[src/design/websocket_frame_deframer_unit_assert.svh]
// Assertion macros for the WebSocket frame deframer.
// Included by the deframer top level; needs no package.
`ifndef WEBSOCKET_FRAME_DEFRAMER_UNIT_ASSERT_SVH
`define WEBSOCKET_FRAME_DEFRAMER_UNIT_ASSERT_SVH
`ifndef SYNTHESIS
`define WSFD_ASSERT_IMP(label, clk, rst, ante, cons) \
   label: assert property (@(posedge clk) disable iff (rst) (ante) |-> (cons)) \
      else $error("wsfd: same-cycle check failed");
`define WSFD_ASSERT_NXT(label, clk, rst, ante, cons) \
   label: assert property (@(posedge clk) disable iff (rst) (ante) |=> (cons)) \
      else $error("wsfd: next-cycle check failed");
`else
`define WSFD_ASSERT_IMP(label, clk, rst, ante, cons)
`define WSFD_ASSERT_NXT(label, clk, rst, ante, cons)
`endif
`endif

[src/design/wsfd_pkg.sv]
// Types and constants of the WebSocket frame deframer.
// No dependencies; used by the interfaces and the top level.
package wsfd_pkg;

   typedef enum logic [2:0] {
      PH_HDR0,
      PH_HDR1,
      PH_EXTLEN,
      PH_MASK,
      PH_BODY
   } phase_type;

   typedef logic [1:0] kind_type;
   typedef logic [1:0] err_type;
   typedef logic [3:0] opcode_type;

   localparam kind_type KIND_DATA  = 2'd0;
   localparam kind_type KIND_PONGB = 2'd1;
   localparam kind_type KIND_PONGR = 2'd2;
   localparam kind_type KIND_ERROR = 2'd3;

   localparam err_type ERR_TOO_LARGE = 2'd0;
   localparam err_type ERR_CLOSE     = 2'd1;
   localparam err_type ERR_OPCODE    = 2'd2;

   localparam opcode_type OP_CONT   = 4'h0;
   localparam opcode_type OP_TEXT   = 4'h1;
   localparam opcode_type OP_BINARY = 4'h2;
   localparam opcode_type OP_CLOSE  = 4'h8;
   localparam opcode_type OP_PING   = 4'h9;
   localparam opcode_type OP_PONG   = 4'hA;

   localparam logic [6:0] LEN_EXT16 = 7'd126;
   localparam logic [6:0] LEN_EXT64 = 7'd127;

   // header byte counts are held as bytes still due minus one
   localparam logic [2:0] CNT_EXT16 = 3'd1;
   localparam logic [2:0] CNT_EXT64 = 3'd7;
   localparam logic [2:0] CNT_MASK  = 3'd3;

   localparam logic [31:0] MAX_LEN_RESET = 32'd16777216;

endpackage

[src/design/wsfd_stream_if.sv]
// Valid/ready channel interfaces of the WebSocket frame deframer.
// Depends on wsfd_pkg for the result field types.
interface wsfd_req_if;
   logic       valid;
   logic       ready;
   logic [7:0] in_byte;

   modport source (output valid, output in_byte, input ready);
   modport sink   (input valid, input in_byte, output ready);
endinterface

interface wsfd_rsp_if;
   logic                 valid;
   logic                 ready;
   wsfd_pkg::kind_type   kind;
   logic [7:0]           out_byte;
   logic                 frame_last;
   wsfd_pkg::err_type    error_code;

   modport source (output valid, output kind, output out_byte, output frame_last,
                   output error_code, input ready);
   modport sink   (input valid, input kind, input out_byte, input frame_last,
                   input error_code, output ready);
endinterface

[src/design/websocket_frame_deframer_unit.sv]
// WebSocket receive deframer: takes one stream byte per transaction, parses the frame
// header, unmasks the payload and returns at most one result per byte through a
// registered output. A byte is taken every cycle, held back only while the result
// register holds a result the sink has not taken. All per-byte work, including the
// 64-bit length compare and countdown, sits between the parse state and the result
// register. Any error is sticky until reset; later bytes are consumed silently.
// Depends on wsfd_pkg, wsfd_stream_if and websocket_frame_deframer_unit_assert.svh.
`include "websocket_frame_deframer_unit_assert.svh"

module websocket_frame_deframer_unit (
   input  logic        clock,
   input  logic        reset,
   input  logic        csr_wr_en,
   input  logic [31:0] csr_wr_data,
   wsfd_req_if.sink    req_if,
   wsfd_rsp_if.source  rsp_if
);
   import wsfd_pkg::*;

   logic [31:0] max_len_ff;
   phase_type   phase_ff, phase_in;
   opcode_type  op_ff, op_in;
   logic        mask_ff, mask_in;
   logic [63:0] rem_ff, rem_in;
   logic [2:0]  cnt_ff, cnt_in;
   logic [31:0] key_ff, key_in;
   logic [1:0]  idx_ff, idx_in;
   logic        failed_ff, failed_in;

   logic        rsp_valid_ff;
   kind_type    rsp_kind_ff;
   logic [7:0]  rsp_byte_ff;
   logic        rsp_last_ff;
   err_type     rsp_err_ff;

   logic        req_fire, work;
   logic [7:0]  in_b;
   logic [6:0]  len7;
   logic        len7_ext;
   logic [63:0] len_value, start_len;
   logic        len_known, too_large, mask_new, start_evt, start_empty;
   logic        in_body, body_last, op_data, op_fail;
   logic [7:0]  key_byte, body_byte;

   logic        res_valid, res_last;
   kind_type    res_kind;
   logic [7:0]  res_byte;
   err_type     res_err;

   assign req_if.ready = !rsp_valid_ff || rsp_if.ready;
   assign req_fire     = req_if.valid && req_if.ready;
   assign work         = req_fire && !failed_ff;
   assign in_b         = req_if.in_byte;

   assign len7      = in_b[6:0];
   assign len7_ext  = (len7 == LEN_EXT16) || (len7 == LEN_EXT64);
   assign len_value = (phase_ff == PH_HDR1) ? {57'd0, len7} : {rem_ff[55:0], in_b};
   assign len_known = ((phase_ff == PH_HDR1) && !len7_ext) ||
                      ((phase_ff == PH_EXTLEN) && (cnt_ff == 3'd0));
   assign too_large = len_value > {32'd0, max_len_ff};
   assign mask_new  = (phase_ff == PH_HDR1) ? in_b[7] : mask_ff;
   assign start_evt = (len_known && !too_large && !mask_new) ||
                      ((phase_ff == PH_MASK) && (cnt_ff == 3'd0));
   assign start_len   = (phase_ff == PH_MASK) ? rem_ff : len_value;
   assign start_empty = (start_len == 64'd0);

   assign in_body   = (phase_ff == PH_BODY);
   assign body_last = (rem_ff[63:1] == 63'd0);
   assign op_data   = (op_ff == OP_CONT) || (op_ff == OP_BINARY);
   assign op_fail   = !((op_ff == OP_CONT) || (op_ff == OP_TEXT) || (op_ff == OP_BINARY) ||
                        (op_ff == OP_PING) || (op_ff == OP_PONG));
   assign key_byte  = key_ff[{~idx_ff, 3'b000} +: 8];
   assign body_byte = mask_ff ? (in_b ^ key_byte) : in_b;

   always_comb begin
      phase_in  = phase_ff;
      op_in     = op_ff;
      mask_in   = mask_ff;
      rem_in    = rem_ff;
      cnt_in    = cnt_ff;
      key_in    = key_ff;
      idx_in    = idx_ff;
      failed_in = failed_ff;
      if (work) begin
         case (phase_ff)
            PH_HDR0: begin
               op_in    = in_b[3:0];
               phase_in = PH_HDR1;
            end
            PH_HDR1: begin
               mask_in = in_b[7];
               if (len7_ext) begin
                  rem_in   = 64'd0;
                  cnt_in   = (len7 == LEN_EXT16) ? CNT_EXT16 : CNT_EXT64;
                  phase_in = PH_EXTLEN;
               end else begin
                  rem_in = len_value;
               end
            end
            PH_EXTLEN: begin
               rem_in = len_value;
               cnt_in = cnt_ff - 3'd1;
            end
            PH_MASK: begin
               key_in = {key_ff[23:0], in_b};
               cnt_in = cnt_ff - 3'd1;
            end
            PH_BODY: begin
               idx_in = idx_ff + 2'd1;
               if (rem_ff != 64'd0) begin
                  rem_in = rem_ff - 64'd1;
               end
               if (body_last) begin
                  phase_in = PH_HDR0;
               end
            end
            default: begin
               phase_in = PH_HDR0;
            end
         endcase
         if (len_known && too_large) begin
            failed_in = 1'b1;
            phase_in  = PH_HDR0;
         end else if (len_known && mask_new) begin
            key_in   = 32'd0;
            cnt_in   = CNT_MASK;
            phase_in = PH_MASK;
         end else if (start_evt) begin
            idx_in   = 2'd0;
            phase_in = start_empty ? PH_HDR0 : PH_BODY;
         end
         if ((start_evt && start_empty && (op_ff != OP_PING) && op_fail) ||
             (in_body && body_last && op_fail)) begin
            failed_in = 1'b1;
         end
      end
   end

   always_comb begin
      res_valid = 1'b0;
      res_kind  = KIND_DATA;
      res_byte  = 8'd0;
      res_last  = 1'b0;
      res_err   = ERR_TOO_LARGE;
      if (work) begin
         if (len_known && too_large) begin
            res_valid = 1'b1;
            res_kind  = KIND_ERROR;
            res_err   = ERR_TOO_LARGE;
         end else if (start_evt && start_empty) begin
            if (op_ff == OP_PING) begin
               res_valid = 1'b1;
               res_kind  = KIND_PONGR;
               res_last  = 1'b1;
            end else if (op_fail) begin
               res_valid = 1'b1;
               res_kind  = KIND_ERROR;
               res_err   = (op_ff == OP_CLOSE) ? ERR_CLOSE : ERR_OPCODE;
            end
         end else if (in_body) begin
            if (op_data || (op_ff == OP_PING)) begin
               res_valid = 1'b1;
               res_kind  = op_data ? KIND_DATA : KIND_PONGB;
               res_byte  = body_byte;
               res_last  = body_last;
            end else if (body_last && op_fail) begin
               res_valid = 1'b1;
               res_kind  = KIND_ERROR;
               res_err   = (op_ff == OP_CLOSE) ? ERR_CLOSE : ERR_OPCODE;
            end
         end
      end
   end

   always_ff @(posedge clock) begin
      if (reset) begin
         max_len_ff   <= MAX_LEN_RESET;
         phase_ff     <= PH_HDR0;
         op_ff        <= OP_CONT;
         mask_ff      <= 1'b0;
         rem_ff       <= 64'd0;
         cnt_ff       <= 3'd0;
         key_ff       <= 32'd0;
         idx_ff       <= 2'd0;
         failed_ff    <= 1'b0;
         rsp_valid_ff <= 1'b0;
      end else begin
         if (csr_wr_en) begin
            max_len_ff <= csr_wr_data;
         end
         phase_ff  <= phase_in;
         op_ff     <= op_in;
         mask_ff   <= mask_in;
         rem_ff    <= rem_in;
         cnt_ff    <= cnt_in;
         key_ff    <= key_in;
         idx_ff    <= idx_in;
         failed_ff <= failed_in;
         if (res_valid) begin
            rsp_valid_ff <= 1'b1;
         end else if (rsp_if.ready) begin
            rsp_valid_ff <= 1'b0;
         end
      end
   end

   always_ff @(posedge clock) begin
      if (res_valid) begin
         rsp_kind_ff <= res_kind;
         rsp_byte_ff <= res_byte;
         rsp_last_ff <= res_last;
         rsp_err_ff  <= res_err;
      end
   end

   assign rsp_if.valid      = rsp_valid_ff;
   assign rsp_if.kind       = rsp_kind_ff;
   assign rsp_if.out_byte   = rsp_byte_ff;
   assign rsp_if.frame_last = rsp_last_ff;
   assign rsp_if.error_code = rsp_err_ff;

   `WSFD_ASSERT_IMP(a_silent_after_error, clock, reset, failed_ff, !res_valid)
   `WSFD_ASSERT_NXT(a_error_sticks, clock, reset, res_valid && (res_kind == KIND_ERROR), failed_ff)
   `WSFD_ASSERT_IMP(a_body_has_length, clock, reset, phase_ff == PH_BODY, rem_ff != 64'd0)
   `WSFD_ASSERT_NXT(a_last_ends_frame, clock, reset, work && in_body && body_last,
                    phase_ff == PH_HDR0)

endmodule
[src/flat_wrapper.sv]
// flat-port wrapper written by rule: the top's interface ports become plain ports
module websocket_frame_deframer_unit_flat import wsfd_pkg::*;
  (clock, reset, csr_wr_en, csr_wr_data, req_if_valid, req_if_in_byte, req_if_ready, rsp_if_valid, rsp_if_kind, rsp_if_out_byte, rsp_if_frame_last, rsp_if_error_code, rsp_if_ready);
  wsfd_req_if req_if_i ();
  wsfd_rsp_if rsp_if_i ();
  input  logic clock;
  input  logic reset;
  input  logic csr_wr_en;
  input  logic [31:0] csr_wr_data;
  input wire logic [$bits(req_if_i.valid)-1:0] req_if_valid;
  input wire logic [$bits(req_if_i.in_byte)-1:0] req_if_in_byte;
  output wire logic [$bits(req_if_i.ready)-1:0] req_if_ready;
  output wire logic [$bits(rsp_if_i.valid)-1:0] rsp_if_valid;
  output wire logic [$bits(rsp_if_i.kind)-1:0] rsp_if_kind;
  output wire logic [$bits(rsp_if_i.out_byte)-1:0] rsp_if_out_byte;
  output wire logic [$bits(rsp_if_i.frame_last)-1:0] rsp_if_frame_last;
  output wire logic [$bits(rsp_if_i.error_code)-1:0] rsp_if_error_code;
  input wire logic [$bits(rsp_if_i.ready)-1:0] rsp_if_ready;
  assign req_if_i.valid = req_if_valid;
  assign req_if_i.in_byte = req_if_in_byte;
  assign req_if_ready = req_if_i.ready;
  assign rsp_if_valid = rsp_if_i.valid;
  assign rsp_if_kind = rsp_if_i.kind;
  assign rsp_if_out_byte = rsp_if_i.out_byte;
  assign rsp_if_frame_last = rsp_if_i.frame_last;
  assign rsp_if_error_code = rsp_if_i.error_code;
  assign rsp_if_i.ready = rsp_if_ready;
  websocket_frame_deframer_unit u_core (.clock(clock), .reset(reset), .csr_wr_en(csr_wr_en), .csr_wr_data(csr_wr_data), .req_if(req_if_i), .rsp_if(rsp_if_i));
endmodule
[config.mk]
export PLATFORM = sky130hd
export DESIGN_NAME = websocket_frame_deframer_unit_flat
export DESIGN_NICKNAME = d
export VERILOG_FILES = /design/src/design/wsfd_pkg.sv /design/src/design/wsfd_stream_if.sv /design/src/design/websocket_frame_deframer_unit.sv /design/src/flat_wrapper.sv
export VERILOG_INCLUDE_DIRS = /design/src /design/src/design
export SDC_FILE = /design/constraint.sdc
export NUM_CORES = 1
export LEC_CHECK = 0
export ABC_AREA = 1
export BUFFER_PORTS_ARGS = -buffer_cell sky130_fd_sc_hd__buf_4
export CORE_MARGIN = 5
export CORE_UTILIZATION = 56
export CTS_CLUSTER_SIZE = 24
export DETAILED_ROUTE_END_ITERATION = 8
export PLACE_DENSITY = 0.77
export RECOVER_POWER = 100
export SLEW_MARGIN = 20
export SYNTH_ARGS = -nofsm -noshare
export SYNTH_HDL_FRONTEND = slang
export SYNTH_SLANG_ARGS = --single-unit
[constraint.sdc]
create_clock -name clock -period 2.75 [get_ports clock]
set_input_delay 0.4125 -clock clock [delete_from_list [all_inputs] [get_ports clock]]
set_output_delay 0.4125 -clock clock [all_outputs]
set_load 0.05 [all_outputs]
== Word-level counts from Yosys, hierarchy flattened ==
Index checks and enable logic that the tools add are counted.
Word-level totals
  output and inout port bits: 15
  memories: 0
  bits in latches: 0
  register bits: 156
  logic and storage cells: 145
  RAM bits: 0
  input port bits: 45
  memory bits (read-only): 0
Operators by class
  reduce and logical (&&, ||, !) cells: 48
  add/sub/neg operators: 3
  shift-type cells: 1
  order comparisons: 1
  eq/ne operators: 16
  mux-type cells: 57
  multiply operators: 0
  bitwise operators: 5
  divide/modulo/power cells: 0
Operators with widths (number)
  64-bit two-way mux: 4
  64-bit case mux with 3 select lines: 1
  32-bit two-way mux: 3
  64-bit by 32-bit > comparator with 1-bit output: 1
  64-bit logical NOT: 1
  64-bit nonzero test: 1
  64-bit by 1-bit subtractor with 64-bit output, second input constant: 1
  63-bit logical NOT: 1
  2-bit two-way mux: 18
  32-bit by 6-bit variable part select with 8-bit output: 1
  3-bit two-way mux: 10
  1-bit two-way mux: 18
  1-bit logical AND: 15
  7-bit equality test, second input constant: 2
  4-bit equality test, second input constant: 3
  3-bit case mux with 4 select lines: 1
  1-bit logical OR: 11
  8-bit two-way mux: 1
  8-bit XOR: 1
  3-bit by 2-bit equality test with 1-bit output, second input constant: 2
  1-bit logical NOT: 6
  3-bit logical NOT: 2
  3-bit case mux with 2 select lines: 1
  5-bit by 3-bit inequality test with 1-bit output, second input constant: 1
  other kinds (20): 25

== Depth between registers and ports, before layout ==
Gate-level depths: netlist of the first run.
  depth after elaboration: 14
  gate-level depth with buffers: 22

== Least setup slack after synthesis of the first run ==
OpenSTA, ideal clock, no wires.
  path type: reg-to-reg
  start point: register u_core.phase_ff[2]
  end point: register u_core.rsp_err_ff[0] (netlist: u_core.rsp_if.error_code[0]) (enable)
  setup slack: -0.219 ns
  buffers on the path: 2
  arrival time: 2.620 ns
  stages on the path, launching flop included: 22
  cells stage by stage: dfxtp_1 inv_2 nand3_2 buf_6 clkbuf_1 nand2_1 inv_1 ha_1 a21o_1 nor2_1 nand2_1 a21oi_1 nand2_1 nand2_1 nand3_1 nand2_2 nand3_2 nand2_2 nand3_1 nand3_1 nand2_1 inv_1
On the way
  longest elaborated chain between the ends: 11
  elaborated cells on any way between the ends: 24
  those cells by class: 1 x order compare; 4 x eq/ne; 7 x mux; 12 x reduce/logical
Ends and longest elaborated chain
  start: declaration: RTL line websocket_frame_deframer_unit.sv:21  | phase_type phase_ff, phase_in;
  start signal: assignment: RTL line websocket_frame_deframer_unit.sv:191  | phase_ff <= phase_in;
  3-bit by 1-bit equality test with 1-bit output: RTL line websocket_frame_deframer_unit.sv:57, websocket_frame_deframer_unit.sv:58, websocket_frame_deframer_unit.sv:61
  64-bit two-way mux: RTL line websocket_frame_deframer_unit.sv:57  | assign len_value = (phase_ff == PH_HDR1) ? {57'd0, len7} : {rem_ff[55:0], in_b};
  64-bit by 32-bit > comparator with 1-bit output: RTL line websocket_frame_deframer_unit.sv:60  | assign too_large = len_value > {32'd0, max_len_ff};
  1-bit logical NOT: RTL line websocket_frame_deframer_unit.sv:62  | assign start_evt = (len_known && !too_large && !mask_new) ||
  1-bit logical AND (2 in a row): RTL line websocket_frame_deframer_unit.sv:62
  1-bit logical OR: RTL line websocket_frame_deframer_unit.sv:62
  1-bit logical AND: RTL line websocket_frame_deframer_unit.sv:150  | end else if (start_evt && start_empty) begin
  1-bit two-way mux: RTL line websocket_frame_deframer_unit.sv:150
  1-bit two-way mux (*): RTL line websocket_frame_deframer_unit.sv:146  | if (len_known && too_large) begin
  1-bit two-way mux (*): RTL line websocket_frame_deframer_unit.sv:145  | if (work) begin
  named net u_core.res_valid: RTL line websocket_frame_deframer_unit.sv:45  | logic res_valid, res_last;
  end signal: assignment: RTL line websocket_frame_deframer_unit.sv:212  | rsp_err_ff <= res_err;
  end: declaration: RTL line websocket_frame_deframer_unit.sv:34  | err_type rsp_err_ff;
The timed path passes the listed nets; every way through them passes the cells marked *.
A chain may end at the register's enable or synchronous reset.

== Worst setup path in the final report of the first run ==
  start point: register u_core.phase_ff[1]
  end point: register u_core.rsp_valid_ff (netlist: u_core.rsp_if.valid)
On the way
  longest elaborated chain between the ends: 12
  elaborated cells on any way between the ends: 26
  those cells by class: 1 x order compare; 4 x eq/ne; 8 x mux; 13 x reduce/logical
Ends and longest elaborated chain
  3-bit by 1-bit equality test with 1-bit output: RTL line websocket_frame_deframer_unit.sv:57, websocket_frame_deframer_unit.sv:58, websocket_frame_deframer_unit.sv:61
  64-bit two-way mux: RTL line websocket_frame_deframer_unit.sv:57
  64-bit by 32-bit > comparator with 1-bit output: RTL line websocket_frame_deframer_unit.sv:60
  1-bit logical NOT: RTL line websocket_frame_deframer_unit.sv:62
  1-bit logical AND (2 in a row): RTL line websocket_frame_deframer_unit.sv:62
  1-bit logical OR: RTL line websocket_frame_deframer_unit.sv:62
  1-bit logical AND: RTL line websocket_frame_deframer_unit.sv:150
  1-bit two-way mux: RTL line websocket_frame_deframer_unit.sv:150
  1-bit two-way mux (*): RTL line websocket_frame_deframer_unit.sv:146
  1-bit two-way mux (*): RTL line websocket_frame_deframer_unit.sv:145
  1-bit two-way mux / 2-bit nonzero test (equally long branches)
  end signal: assignment: RTL line websocket_frame_deframer_unit.sv:186  | rsp_valid_ff <= 1'b0;
  end signal: assignment: RTL line websocket_frame_deframer_unit.sv:200  | rsp_valid_ff <= 1'b1;
  end signal: assignment: RTL line websocket_frame_deframer_unit.sv:202  | rsp_valid_ff <= 1'b0;
  end: declaration: RTL line websocket_frame_deframer_unit.sv:30  | logic rsp_valid_ff;
Every way passes the cells marked *; elsewhere a longest branch is shown, timed or not.

==> results of run 1 <==
==> state kept, by name, indices dropped and copies added, names as in the netlist <==
signal,cells
u_core.cnt_ff,3
u_core.failed_ff,1
u_core.idx_ff,2
u_core.key_ff,32
u_core.mask_ff,1
u_core.max_len_ff,32
u_core.op_ff,4
u_core.phase_ff,3
u_core.rem_ff,64
u_core.rsp_if.error_code,2
u_core.rsp_if.frame_last,1
u_core.rsp_if.kind,2
u_core.rsp_if.out_byte,8
u_core.rsp_if.valid,1
==> worst paths after layout <==
| path | from | end | slack, ns | cells after the start |
|---|---|---|---|---|
| max | u_core.phase_ff[1]$_SDFFE_PP0P_ | u_core.rsp_if.valid$_SDFFE_PP0P_ | -0.28 | 21 |
| min | csr_wr_data[24] | u_core.max_len_ff[24]$_SDFFE_PP1P_ | 0.20 | 3 |
| max reg2reg | u_core.phase_ff[1]$_SDFFE_PP0P_ | u_core.rsp_if.valid$_SDFFE_PP0P_ | -0.28 | 21 |
| min reg2reg | u_core.failed_ff$_SDFFE_PP0P_ | u_core.failed_ff$_SDFFE_PP0P_ | 0.46 | 2 |
==> cells by family (layout without fill, tap and decap cells) <==
| logic type | after synthesis | count (layout) | synth area share |
|---|---|---|---|
| AND/OR/NAND/NOR | 584 | 584 | 0.260 |
| AO/OA/AOI/OAI | 450 | 450 | 0.256 |
| XOR/XNOR | 16 | 16 | 0.0138 |
| flip-flops | 156 | 156 | 0.320 |
| buffers and inverters | 278 | 410 | 0.109 |
| adder cells (fa/ha/maj) | 33 | 33 | 0.0406 |
==> worst max-delay path, cell delays in order, from the launching register on <==
cell,delay (ns)
dfxtp_2,0.33
inv_2,0.08
nand3_4,0.10
buf_12,0.16
buf_8,0.13
nand2_1,0.08
inv_2,0.06
ha_4,0.27
nand2_2,0.07
nor2_2,0.12
nand4_1,0.12
nor2_2,0.16
nand4_1,0.21
nand2_4,0.20
nand3_4,0.09
nand2_2,0.09
nand3_2,0.10
nand3_4,0.10
nand2_4,0.09
buf_4,0.15
buf_4,0.12
a21oi_2,0.09
==> metal layers <==
metal	part of all wire	vias to the layer above	track usage
li1	-	5396	-
met1	0.42	5193	0.393
met2	0.47	540	0.478
met3	0.079	100	0.0654
met4	0.030	0	0.119
met5	0	-	0
==> Yosys cell counts (2+ instances only) <==
master      n
nand2_4     3
or2_2      15
nand4_1    17
a31o_2      2
nand2_1   263
nand3_4     2
nor3_2      2
a211oi_1   18
o22ai_1     5
a21o_1      4
a21oi_1   150
nand3_1    77
o211ai_1   33
nand2_2     7
nand3_2     4
buf_6       4
inv_1     183
xor2_1     15
dfxtp_1   143
edfxtp_1   13
buf_1       3
o21ai_1     5
o21ai_0   159
nor4_1      6
nor2_2      8
a221oi_1   15
buf_2      11
a311oi_1    3
inv_2      17
o32ai_1     3
a31oi_1    38
clkbuf_1   53
nor2_4      6
nor2_1    149
a221oi_2    2
ha_1       33
nor3_1     18
buf_4       5
==> power by group through the flow <==
stage	Combinational, uW	Clock, uW	Sequential (uW)
after global placement	8920	0	3550
after floorplan	6530	0	3570
after CTS	9590	2450	3530
after global routing	11200	2560	3640
after detailed placement	9090	0	3560
final	10200	2440	3570
==> stage by stage <==
| step | TNS, ns | utilization | power, uW | hold WS, ns |
|---|---|---|---|---|
| global route | -17.69 | 0.695 | 17400 | 0.205 |
| detailed placement | -5.37 | 0.627 | 12600 | 0.455 |
| global placement | -3.16 | 0.627 | 12500 | 0.444 |
| floorplan | 0 | - | 10100 | 0.436 |
| finish | -8.63 | 0.695 | 16200 | 0.201 |
| CTS | -0.715 | 0.685 | 15600 | 0.200 |
==> layout make-up <==
type,count,area share
Clock buffer,18,0.0353
Clock inverter,14,0.0126
Inverter,201,0.0615
Multi-Input combinational cell,1083,0.498
Sequential cell,156,0.262
Tap cell,229,0.0230
Timing Repair Buffer,176,0.107
Timing Repair inverter,1,0.000604
==> timing repair <==
action | in CTS | in global routing
hold endpoints to repair | 0 | 0
cloned | 2 | 0
endpoints found under the setup margin | 35 | 70
resized for setup | 52 | 52
pin swaps | 19 | 19
setup buffers | 27 | 7
==> flow_summary.toml, run 1 <==
[run_status]
status = "complete, but fails checks"
violations = "setup timing"

[die]
die_h_um = 145
num_rows = 49
die_area_sq_mm = 0.0209
initial_core_util = 0.568
ios = 60
die_x_um = 145
core_area_sq_mm = 0.0179

[grt]
grt_usage = 0.298
antenna_found_initial = 0
grt_max_degree = 70
grt_pass1_wl_um = 50300
grt.overflow.total = 0
grt_pass1_vias = 10157

[power]
switching_share = 0.516
p_clk_frac = 0.150
powerDensity_mw_per_mm2 = 1310
combPwrFrac = 0.630
p_int_uw = 7860
seqPwrFrac = 0.220
p_leak_uw = 0.00553
peakVddDrop_mv = 0.784
switchingPower_uw = 8380

[placed_design]
dp_slack_ns = -0.283
io_buffers = 59
place_area_sq_mm = 0.0112
place_inst = 1812
dp_hpwl_um = 20900
routabilityCongestion = 0.915

[worst_setup_path]
arrival_ns = 3.38
crit_path_start_kind = "flip-flop"
crit_type = "flip-flop to flip-flop"
endpoint_kind = "flip-flop"
cp.required_ns = 3.10
cp_max_fo = 8

[synthesis]
synth_top_cell_area_share = 0.282
synth_area_leader_cell = "dfxtp_1"
synth_top_flop_cell = "dfxtp_1"
ys_ff_latch = 156
synthArstFlopShare = 0
yosysWarnings = 0
yosysSeqAreaShare = 0.320
synth_edf_count = 13
synthTopCellsByArea = "dfxtp_1 (28%), nand2_1 (9.7%), o21ai_0 (7.8%), a21oi_1 (7.4%), inv_1 (6.8%)"
synth_cell_types = 61
syn_avg_cell_area_sq_um = 6.70
synthesis.area_sq_mm = 0.0102
postSynthCellCount = 1517
syn-num-nets = 1595

[sta]
fmax_mhz = 330
grt_setup_unrepaired = "yes"
fin_ws_ns = -0.283
finalSetupViolCount = 65
hold_viol_final = 0
fin_skew_ns = 0.0161
finalCriticalPeriod_ns = 3.03
finalMaxSlewViolations = 0
slew_headroom = 0.308
fin_crit_sh = 1.10
tightest_slew_ns = 1.04

[final_layout]
drive_above_1_share = 0.211
multiInputGateArea_sq_mm = 0.00620
fin_nets = 1714
final_cells = 1878
antennaDiodeCount = 0
fillers = 1471
layout_commonest_cell = "nand2_1"
area_delta_synth_final_pct = 22.3
stdcell_area_sq_mm = 0.0124
seqCellArea_sq_mm = 0.00326
mostFrequentLayoutCells = "nand2_1 (242), inv_1 (168), o21ai_0 (159), buf_4 (150), a21oi_1 (146)"

[routing]
first_pass_iters = 6
remaining_drc_errors = 0
via_count = 11229
wl_per_cell_um = 17.0
ant_nets = 0
drt_wl_total_um = 31800
drt_iter0_markers = 1290
avgViaCountPerCell = 5.98

[clock_tree]
cts_tree = "built"
clk_pin_slew_ns = 0.07
cts_buffer_depth = 2
root_buffer = "clkbuf_16"
clock_sink_count = 156
cts_buffers = 17
clk_latency_ns = 0.44
cts.htree.levels = 4
hold_buffers = 0

[flow_run]
cap_violations = 0

[min_path]
hp-class = "primary input to flip-flop"
Note: power is estimated with default switching activity, not from simulation.
==> run 2, diff against run 1 <==
Settings changed: CORE_UTILIZATION 56 to 37, PLACE_DENSITY 0.77 to unset, RECOVER_POWER 100 to unset.
==> flow_summary.toml, run 2 (synthesis results as in run 1) <==
[grt]
grt_max_degree = 64
grt_pass1_vias = 9885
antenna_found_initial = 0
grt_usage = 0.203
grt.overflow.total = 0
grt_pass1_wl_um = 51600

[sta]
finalMaxSlewViolations = 0
tns_ns = -6.74
hold_viol_final = 0
fmax_mhz = 343
grt_setup_unrepaired = "yes"
slew_headroom = 0.383
fin_skew_ns = 0.0120
fin_ws_ns = -0.163
fin_crit_sh = 1.06
fin_hold_ws_ns = 0.187
tightest_slew_ns = 0.924
finalCriticalPeriod_ns = 2.91
finalSetupViolCount = 67

[routing]
drt_iter0_markers = 744
remaining_drc_errors = 0
avgViaCountPerCell = 5.39
drt_wl_total_um = 32100
first_pass_iters = 5
wl_per_cell_um = 16.2
ant_nets = 0
via_count = 10637

[clock_tree]
cts_buffers = 17
clk_latency_ns = 0.44
root_buffer = "clkbuf_16"
cts_tree = "built"
cts.htree.levels = 4
cts_buffer_depth = 2
clk_pin_slew_ns = 0.07
clock_sink_count = 156

[worst_setup_path]
reg2reg_to = "u_core.phase_ff[2]$_SDFFE_PP0P_"
cp_max_fo = 8
startpoint = "u_core.phase_ff[2]$_SDFFE_PP0P_"
arrival_ns = 3.26
cp.required_ns = 3.10
endpoint_kind = "flip-flop"
crit_path_cell_trace = "inv_2, nand3_4, buf_6, nand2_4, inv_2, ha_4, nand2_1, nor2_1, nand2_2, inv_2, nand4_1, nor2_2, nand4_1, nand2_4, nand3_4, nand2_4, buf_6, nand2_2, or2_4, a21oi_2"
critical_path.max_stage_delay_ns = 0.32
cpMaxStageDelayCell = "dfxtp_2"
r2r_slack_ns = -0.16
crit_end = "u_core.phase_ff[2]$_SDFFE_PP0P_"
crit_path_start_kind = "flip-flop"
reg2regPathDepth = 20
r2r_start = "u_core.phase_ff[2]$_SDFFE_PP0P_"
crit_type = "flip-flop to flip-flop"

[run_status]
status = "complete, but fails checks"
violations = "setup timing"

[final_layout]
area_delta_synth_final_pct = 23.7
regMostFlops = "u_core.rem_ff"
layout_commonest_cell = "nand2_1"
finish.utilization = 0.465
fin_nets = 1699
largest_reg_flops = 64
final_cells = 1975
largestRegisters = "u_core.rem_ff x64, u_core.key_ff x32, u_core.max_len_ff x32"
antennaDiodeCount = 0
drive_above_1_share = 0.211
mostFrequentLayoutCells = "nand2_1 (243), inv_1 (169), o21ai_0 (159), buf_4 (148), a21oi_1 (145)"

[power]
powerDensity_mw_per_mm2 = 1290
power_uw = 16200
p_leak_uw = 0.00558
peakVddDrop_mv = 0.552

[placed_design]
place_inst = 1930
io_buffers = 59
routabilityCongestion = 0.888
dp_hpwl_um = 22500

[min_path]
hp-class = "primary input to flip-flop"

[die]
die_x_um = 176
num_rows = 60
die_h_um = 176
core_area_sq_mm = 0.0270
ios = 60
die_area_sq_mm = 0.0309
initial_core_util = 0.376

[flow_run]
cap_violations = 0
==> run 2: cell types whose count changed in the layout (fill, tap and decap cells not counted), sizes merged <==
cell	previous run	this run
clkbuf	36	19
clkinv	5	6
buf	158	160
clkinvlp	3	2
==> run 2: what timing repair did <==
| action | CTS | global route |
|---|---|---|
| cloned | 3 | 1 |
| setup buffers | 4 | 5 |
| endpoints found under the setup margin | 67 | 69 |
| endpoints found under the hold margin | 0 | 0 |
| hold buffers | 0 | 0 |
| resized for setup | 23 | 83 |
| pin swaps | 9 | 21 |
==> run 2: worst min-delay path by stage <==
stage / startpoint / endpoint / slack (ns) / cells after the start
2_1_floorplan: u_core.failed_ff$_SDFFE_PP0P_ / u_core.failed_ff$_SDFFE_PP0P_ / 0.44 / 2
3_3_place_gp: u_core.failed_ff$_SDFFE_PP0P_ / u_core.failed_ff$_SDFFE_PP0P_ / 0.45 / 2
3_5_place_dp: u_core.max_len_ff[30]$_SDFFE_PP0P_ / u_core.max_len_ff[30]$_SDFFE_PP0P_ / 0.45 / 2
4_1_cts: csr_wr_data[24] / u_core.max_len_ff[24]$_SDFFE_PP1P_ / 0.18 / 3
5_1_grt: csr_wr_data[24] / u_core.max_len_ff[24]$_SDFFE_PP1P_ / 0.21 / 3
6_report: csr_wr_data[24] / u_core.max_len_ff[24]$_SDFFE_PP1P_ / 0.19 / 3
==> run 2: layer usage <==
layer  vias up  part of all wire  GRT usage
met1      4889              0.46      0.281
li1       5366                 -          -
met2       345              0.46      0.326
met5         -                 0          0
met4         0             0.015     0.0543
met3        37             0.061     0.0366
==> run 2: through the flow <==
step / instance area (sq um) / worst slack [ns]
floorplan: 10200 / 0.00569
global placement: 11400 / -0.292
detailed placement: 11400 / -0.384
CTS: 12200 / -0.0924
global route: 12600 / -0.251
finish: 12600 / -0.163
==> run 2: critical path, delay by kind of cell, from the launching register on <==
kind	cells	cell delay [ns]
and+or+nand+nor	13	1.55
DFF	1	0.32
AOI/OAI and AO/OA	1	0.16
adders and majority gates	1	0.25
buffers and inverters	5	0.52
==> run 2: power by group <==
part	total [uW]	switching, uW	internal, uW
logic	10200	6580	3600
clock network	2430	1070	1360
registers	3560	630	2930
total	16200	8280	7880
==> run 2: final cells by class <==
cell class                      instances  area [sq um]
Fill cell                            2737         14500
Multi-Input combinational cell       1083          6180
Sequential cell                       156          3260
Timing Repair Buffer                  161          1360
Inverter                              201           762
Clock buffer                           18           429
Tap cell                              341           427
Clock inverter                         14           159
Timing Repair inverter                  1          7.51
